### config.mk
export PLATFORM = sky130hd
export DESIGN_NAME = arp_resp_cell
export DESIGN_NICKNAME = d
export VERILOG_FILES = /design/src/design/arp_request_responder_top_defines.svh /design/src/design/arp_resp_pkg.sv /design/src/design/arp_resp_cell.sv
export SDC_FILE = /design/constraint.sdc
export NUM_CORES = 1
export LEC_CHECK = 0
export BUFFER_PORTS_ARGS = -buffer_cell sky130_fd_sc_hd__buf_2
export CORE_ASPECT_RATIO = 1.5
export CORE_MARGIN = 3
export CORE_UTILIZATION = 45
export DETAILED_ROUTE_END_ITERATION = 10
export PLACE_DENSITY = 0.79
export SETUP_SLACK_MARGIN = 0.1
export SYNTH_ARGS = -nofsm -noshare
export SYNTH_HDL_FRONTEND = slang
export SYNTH_SLANG_ARGS = --single-unit
### constraint.sdc
create_clock -name clock -period 11.3 [get_ports clock]
set_input_delay 0.565 -clock clock [delete_from_list [all_inputs] [get_ports clock]]
set_output_delay 0.565 -clock clock [all_outputs]
set_load 0.02 [all_outputs]
### src/design/arp_request_responder_top_defines.svh
// assertion helpers for the arp responder
`ifndef ARP_REQUEST_RESPONDER_TOP_DEFINES_SVH
`define ARP_REQUEST_RESPONDER_TOP_DEFINES_SVH

// checked outside reset
`define ARP_ASSERT(label, prop, msg) \
   label: assert property (@(posedge clock) disable iff (reset) prop) else $error(msg);

// checked on every edge, reset included
`define ARP_ASSERT_ALWAYS(label, prop, msg) \
   label: assert property (@(posedge clock) prop) else $error(msg);

`endif

### src/design/arp_resp_pkg.sv
package arp_resp_pkg;

   localparam int TABLE_ENTRIES_DEFAULT = 64;

   localparam logic [15:0] ETH_TYPE_ARP   = 16'h0806;
   localparam logic [15:0] ARP_OP_REQUEST = 16'd1;
   localparam logic [15:0] ARP_OP_REPLY   = 16'd2;

   localparam logic KIND_PACKET = 1'b0;
   localparam logic KIND_ADD    = 1'b1;

   typedef enum logic [1:0] {
      STATUS_REPLY   = 2'd0,
      STATUS_DROP    = 2'd1,
      STATUS_WRITTEN = 2'd2,
      STATUS_FULL    = 2'd3
   } status_type;

   typedef struct packed {
      logic        kind;
      logic [15:0] eth_type;
      logic [47:0] eth_dst;
      logic [47:0] eth_src;
      logic [15:0] arp_op;
      logic [47:0] sender_mac;
      logic [31:0] sender_ip;
      logic [47:0] target_mac;
      logic [31:0] target_ip;
      logic [31:0] entry_ip;
      logic [47:0] entry_mac;
   } req_type;

   typedef struct packed {
      status_type  status;
      logic [47:0] out_eth_dst;
      logic [47:0] out_eth_src;
      logic [15:0] out_arp_op;
      logic [47:0] out_sender_mac;
      logic [31:0] out_sender_ip;
      logic [47:0] out_target_mac;
      logic [31:0] out_target_ip;
   } rsp_type;

   // search token handed from cell to cell
   typedef struct packed {
      logic        active;
      logic        hit;
      logic        free;
      logic [47:0] mac;
   } link_type;

   // table write broadcast to all cells
   typedef struct packed {
      logic        en;
      logic [31:0] ip;
      logic [47:0] mac;
   } wr_type;

endpackage

### src/design/arp_resp_cell.sv
module arp_resp_cell #(
   parameter int IDX_W      = 6,
   parameter int CELL_INDEX = 0
) (
   input  logic                        clock,
   input  logic                        reset,
   input  logic [31:0]                 key,
   input  arp_resp_pkg::wr_type        wr,
   input  logic [IDX_W-1:0]            wr_idx,
   input  arp_resp_pkg::link_type      link_in,
   input  logic [IDX_W-1:0]            hit_idx_in,
   input  logic [IDX_W-1:0]            free_idx_in,
   output arp_resp_pkg::link_type      link_out,
   output logic [IDX_W-1:0]            hit_idx_out,
   output logic [IDX_W-1:0]            free_idx_out
);

   localparam logic [IDX_W-1:0] SELF = IDX_W'(CELL_INDEX);

   logic                   valid_ff;
   logic [31:0]            ip_ff;
   logic [47:0]            mac_ff;
   arp_resp_pkg::link_type link_ff, link_in_nxt;
   logic [IDX_W-1:0]       hit_idx_ff, hit_idx_in_nxt;
   logic [IDX_W-1:0]       free_idx_ff, free_idx_in_nxt;
   logic                   match;
   logic                   wr_here;

   assign match   = valid_ff && (ip_ff == key);
   assign wr_here = wr.en && (wr_idx == SELF);

   always_comb begin
      link_in_nxt     = link_in;
      hit_idx_in_nxt  = hit_idx_in;
      free_idx_in_nxt = free_idx_in;
      // lowest matching slot wins
      if (!link_in.hit && match) begin
         link_in_nxt.hit = 1'b1;
         link_in_nxt.mac = mac_ff;
         hit_idx_in_nxt  = SELF;
      end
      // lowest free slot
      if (!link_in.free && !valid_ff) begin
         link_in_nxt.free = 1'b1;
         free_idx_in_nxt  = SELF;
      end
   end

   always_ff @(posedge clock) begin
      if (reset) begin
         valid_ff       <= 1'b0;
         link_ff.active <= 1'b0;
      end else begin
         if (wr_here) begin
            valid_ff <= 1'b1;
         end
         link_ff.active <= link_in_nxt.active;
      end
      if (wr_here) begin
         ip_ff  <= wr.ip;
         mac_ff <= wr.mac;
      end
      link_ff.hit  <= link_in_nxt.hit;
      link_ff.free <= link_in_nxt.free;
      link_ff.mac  <= link_in_nxt.mac;
      hit_idx_ff   <= hit_idx_in_nxt;
      free_idx_ff  <= free_idx_in_nxt;
   end

   assign link_out     = link_ff;
   assign hit_idx_out  = hit_idx_ff;
   assign free_idx_out = free_idx_ff;

endmodule

======== Yosys cells after proc, flatten, opt, wreduce, memory -nomap -nowiden ========
Index checks and enable logic that the tools add are counted.
word-level totals
  register bits ........................... 144
  bits of input ports ..................... 184
  word-level logic and storage cells ...... 19
operators by class
  eq/ne operators ......................... 1
  mux-type cells .......................... 1
  reductions and logical operators ........ 8
operator list
  cell                  count
  two-way mux 48 bit    1
  equality test 32 bit  1
  zero test 6 bit       1
  logical AND 1 bit     4
  zero test 1 bit       3

======== Longest topological paths before layout ========
  word-level depth ........................ 4
  depth in mapped cells ................... 6

======== Least setup slack after synthesis ========
Ideal clock, no wire load.
  path type ............................... in2reg
  start point ............................. input wr_idx[2]
  end point ............................... register ip_ff[0], enable pin
  setup time .............................. 727 ps
  data arrival time ....................... 8863 ps
  data required time ...................... 10573 ps
  path slack .............................. 1709 ps
  cell stages on the path ................. 2
  buffers on the path ..................... 0
  cell sequence ........................... or4b_2 > nor4_1
on the way
  cells in the longest elaborated chain, start to end .. 2
ends and longest elaborated chain
  what                  line                 source
  start, declared       arp_resp_cell.sv:9   input logic [IDX_W-1:0] wr_idx,
  zero test 6 bit       arp_resp_cell.sv:30  assign wr_here = wr.en && (wr_idx == SELF);
  logical AND 1 bit     arp_resp_cell.sv:30
  named net wr_here     arp_resp_cell.sv:27  logic wr_here;
  end signal, assigned  arp_resp_cell.sv:60  ip_ff <= wr.ip;
  end, declared         arp_resp_cell.sv:21  logic [31:0] ip_ff;
The timed path passes the listed nets, and every way through them passes these cells.
A chain may end at the register's enable or synchronous reset.

==> run_summary.xml <==
<?xml version="1.0" encoding="UTF-8"?>
<metrics>
  <group name="outcome">
    <metric name="run_status" unit="">finished, final reports clean</metric>
  </group>
  <group name="critical_path">
    <metric name="critPathArrivalTime" unit="ns">2.98</metric>
    <metric name="regToRegEndpoint" unit="">link_out[41]$_DFF_P_</metric>
    <metric name="cp_max_fo" unit="">35</metric>
    <metric name="worst-r2r-setup-slack" unit="ns">8.61</metric>
    <metric name="worst_path_required_time" unit="ns">11.59</metric>
    <metric name="timing_worst_setup_path_type" unit="">flip-flop to flip-flop</metric>
    <metric name="worst_path_largest_cell_delay" unit="ns">0.50</metric>
    <metric name="cp-startpoint" unit="">ip_ff[27]$_DFFE_PP_</metric>
    <metric name="element_type_at_the_critical_path_start" unit="">flip-flop</metric>
    <metric name="cp_slowest_cell" unit="">sky130_fd_sc_hd__buf_4</metric>
    <metric name="rr_startpoint" unit="">ip_ff[27]$_DFFE_PP_</metric>
    <metric name="endpoint" unit="">link_out[41]$_DFF_P_</metric>
    <metric name="worstRegToRegCells" unit="">6</metric>
    <metric name="ordered_cell_list_for_the_critical_path" unit="">nor2b_1 -&gt; a2111o_1 -&gt; nor4_2 -&gt; nand4_4 -&gt; buf_4 -&gt; mux2_4</metric>
    <metric name="setup_crit_end_kind" unit="">flip-flop</metric>
  </group>
  <group name="grt">
    <metric name="global_route.overflow_total" unit="">0</metric>
    <metric name="first_global_vias" unit="">3480</metric>
    <metric name="grt_max_degree" unit="">82</metric>
    <metric name="grt_pass1_wl" unit="um">16900</metric>
    <metric name="initial_antenna_violation_count" unit="">1</metric>
    <metric name="grt.total_usage" unit="">0.184</metric>
  </group>
  <group name="synthesis">
    <metric name="syn_area_per_cell" unit="um2">18.4</metric>
    <metric name="synth_edf_count" unit="">80</metric>
    <metric name="post_synth_and_or_nand_nor_area_fraction" unit="">0.0499</metric>
    <metric name="postSynthRegisterBits" unit="">144</metric>
    <metric name="count_of_synthesis_stage_warnings_from_yosys" unit="">0</metric>
    <metric name="synthArstFlopShare" unit="">0</metric>
    <metric name="synth_top_family_by_area" unit="">multiplexers</metric>
    <metric name="syn-instance-count" unit="">271</metric>
    <metric name="synth_cell_types" unit="">25</metric>
    <metric name="post_synth_instance_area" unit="um2">4990</metric>
    <metric name="synth_nets" unit="">455</metric>
    <metric name="yosys-mux-area-fraction" unit="">0.141</metric>
    <metric name="yosysSeqAreaShare" unit="">0.739</metric>
    <metric name="post_synth_fa_ha_maj_area_fraction" unit="">0</metric>
    <metric name="synth_xor_area_frac" unit="">0.0439</metric>
    <metric name="compound_gate_portion_of_the_synthesized_area" unit="">0.0100</metric>
    <metric name="yosys_most_used_dff" unit="">sky130_fd_sc_hd__edfxtp_1</metric>
  </group>
  <group name="clock_tree">
    <metric name="post_cts_hold_buffer_count" unit="">0</metric>
    <metric name="post_cts_resize_count" unit="">0</metric>
    <metric name="clk-insertion-delay-late" unit="ns">0.41</metric>
    <metric name="tritoncts_clock_tree" unit="">built</metric>
    <metric name="root_buffer" unit="">sky130_fd_sc_hd__clkbuf_16</metric>
    <metric name="cts-root-to-sink-buffers" unit="">2</metric>
    <metric name="clkSinkCount" unit="">144</metric>
    <metric name="cts_max_level" unit="">4</metric>
    <metric name="cts_made_buffers" unit="">17</metric>
    <metric name="cts_setup_buffers" unit="">0</metric>
    <metric name="path_clk_slew" unit="ns">0.06</metric>
  </group>
  <group name="floorplanning">
    <metric name="die_w" unit="um">91.9</metric>
    <metric name="start_util" unit="">0.466</metric>
    <metric name="num_io_pins" unit="">247</metric>
    <metric name="die_area" unit="um2">12400</metric>
    <metric name="row_count" unit="">46</metric>
    <metric name="die_height" unit="um">135</metric>
    <metric name="coreArea" unit="um2">10700</metric>
  </group>
  <group name="drt">
    <metric name="avgViaCountPerCell" unit="">4.61</metric>
    <metric name="num_vias" unit="">3187</metric>
    <metric name="drt-initial-drc-count" unit="">82</metric>
    <metric name="routed_wirelength" unit="um">11500</metric>
    <metric name="detail_route.first_pass.iterations" unit="">4</metric>
    <metric name="remaining_drc_errors" unit="">0</metric>
    <metric name="detail-route-antenna-nets" unit="">0</metric>
    <metric name="wl_per_cell" unit="um">16.6</metric>
  </group>
  <group name="power_and_ir_drop">
    <metric name="power.ir.vdd_worst" unit="uV">111</metric>
    <metric name="cellLeakagePower" unit="nW">3.15</metric>
    <metric name="totalPowerFinal" unit="mW">1.21</metric>
    <metric name="power_density" unit="nW/um2">173</metric>
  </group>
  <group name="timing">
    <metric name="min_cycle_time_layout" unit="ns">2.69</metric>
    <metric name="setup_tns" unit="ns">0</metric>
    <metric name="report.final.setup_viol" unit="">0</metric>
    <metric name="finalMaxSlewViolations" unit="">0</metric>
    <metric name="grt_setup_unrepaired" unit="">false</metric>
    <metric name="finClkSkew" unit="ns">0.00790</metric>
    <metric name="tightest_slew" unit="ns">1.03</metric>
    <metric name="timing.max_slew.rel_slack" unit="">0.316</metric>
    <metric name="timing.final.crit_share" unit="">0.238</metric>
    <metric name="fmax" unit="GHz">0.371</metric>
    <metric name="hold_violations" unit="">0</metric>
  </group>
  <group name="final_layout">
    <metric name="design.final.nets" unit="">717</metric>
    <metric name="final_core_utilization" unit="">0.651</metric>
    <metric name="mostFrequentLayoutCells" unit="">sky130_fd_sc_hd__buf_2 (246), sky130_fd_sc_hd__edfxtp_1 (80), sky130_fd_sc_hd__dfxtp_1 (64)</metric>
    <metric name="most_common_cell_after_layout_fill_and_taps_aside" unit="">sky130_fd_sc_hd__buf_2</metric>
    <metric name="syn2layout_area_growth" unit="%">39.8</metric>
    <metric name="final_area" unit="um2">6970</metric>
    <metric name="post_route_cells_drive_above_1_share" unit="">0.610</metric>
  </group>
  <group name="placement">
    <metric name="gp_routability_congestion" unit="">0.881</metric>
    <metric name="dp_hpwl" unit="um">8910</metric>
    <metric name="io_buffer_count" unit="">246</metric>
    <metric name="cell_area_reported_after_detailed_placement" unit="um2">6360</metric>
  </group>
  <group name="worst_hold_path">
    <metric name="min_path_type" unit="">input port to flip-flop</metric>
  </group>
  <group name="run">
    <metric name="cap_viol_max_count" unit="">0</metric>
  </group>
</metrics>
## worst max-delay path, delay by kind of cell (launching register included)
| kind | cells | cell delay (ns) |
|---|---|---|
| buf+inv | 1 | 0.50 |
| flops | 1 | 0.39 |
| simple gates | 3 | 0.93 |
| compound gates | 1 | 0.38 |
| mux | 1 | 0.36 |
## routing by layer
metal	up-vias	wire length [um]	GRT usage
li1	1507	-	-
met1	1504	3820	0.168
met2	155	6610	0.357
met3	21	777	0.0702
met4	0	295	0.0752
met5	-	0	0
## registers in the layout (all words and copies together), names as in the netlist
| register | cells |
|---|---|
| ip_ff | 32 |
| hit_idx_out | 6 |
| mac_ff | 48 |
| free_idx_out | 6 |
| link_out | 51 |
| valid_ff | 1 |
## worst min path at each step
stage                     slack [ns]                 endpoint  cells after the start                   from
after CTS                       0.31    valid_ff$_SDFFE_PP0P_                      2                  reset
after floorplan                 0.40  link_out[48]$_SDFF_PP1_                      1  valid_ff$_SDFFE_PP0P_
after detailed placement        0.43  link_out[48]$_SDFF_PP1_                      1  valid_ff$_SDFFE_PP0P_
after global placement          0.43  link_out[48]$_SDFF_PP1_                      1  valid_ff$_SDFFE_PP0P_
final                           0.33  link_out[50]$_SDFF_PP0_                      2                  reset
after global routing            0.30      ip_ff[26]$_DFFE_PP_                      1                 wr[74]
## logic make-up (layout without fill, tap and decap cells)
| group | Yosys count | in the layout |
|---|---|---|
| XOR/XNOR | 25 | 25 |
| buffers and inverters | 12 | 287 |
| multiplexers | 48 | 48 |
| AND/OR/NAND/NOR | 36 | 36 |
| AO/OA/AOI/OAI | 6 | 6 |
| other | 0 | 1 |
| flip-flops | 144 | 144 |
## final cells by class
cell class | instances | area (um2)
clock buffer | 18 | 450
multi-input combinational | 115 | 1230
inverter | 7 | 26.3
fill | 822 | 3740
timing repair buffer | 248 | 1250
sequential | 144 | 3680
clock inverter | 14 | 154
antenna | 1 | 2.50
tap | 144 | 180
## report_power, final
part	internal, mW	leakage [nW]	switching, mW
combinational	0.0461	1.60	0.0371
clock	0.342	0.298	0.214
sequential	0.566	1.26	0.00354
total	0.954	3.15	0.255
## through the flow
stage / hold WS, ns / setup WS (ns) / instances
after detailed placement: 0.434 / 8.32 / 658
after CTS: 0.311 / 8.54 / 690
after global routing: 0.304 / 8.43 / 691
after floorplan: 0.396 / 1.71 / 271
after global placement: 0.426 / 8.37 / 658
final: 0.329 / 8.61 / 691
## cell usage after synthesis (2+ instances only)
library cell | instances | area, um2
sky130_fd_sc_hd__and2_1 | 6 | 37.5
sky130_fd_sc_hd__dfxtp_1 | 64 | 1280
sky130_fd_sc_hd__inv_1 | 7 | 26.3
sky130_fd_sc_hd__mux2_4 | 43 | 646
sky130_fd_sc_hd__nor2b_1 | 9 | 56.3
sky130_fd_sc_hd__xnor2_1 | 25 | 219
sky130_fd_sc_hd__nor2_1 | 4 | 15.0
sky130_fd_sc_hd__nand4_1 | 5 | 31.3
sky130_fd_sc_hd__edfxtp_1 | 80 | 2400
sky130_fd_sc_hd__mux2_2 | 5 | 56.3
sky130_fd_sc_hd__buf_6 | 5 | 56.3
sky130_fd_sc_hd__nor4_2 | 2 | 25.0
sky130_fd_sc_hd__nand2b_1 | 3 | 18.8
sky130_fd_sc_hd__o22ai_1 | 2 | 12.5
Power figures use the tool's default switching activity.
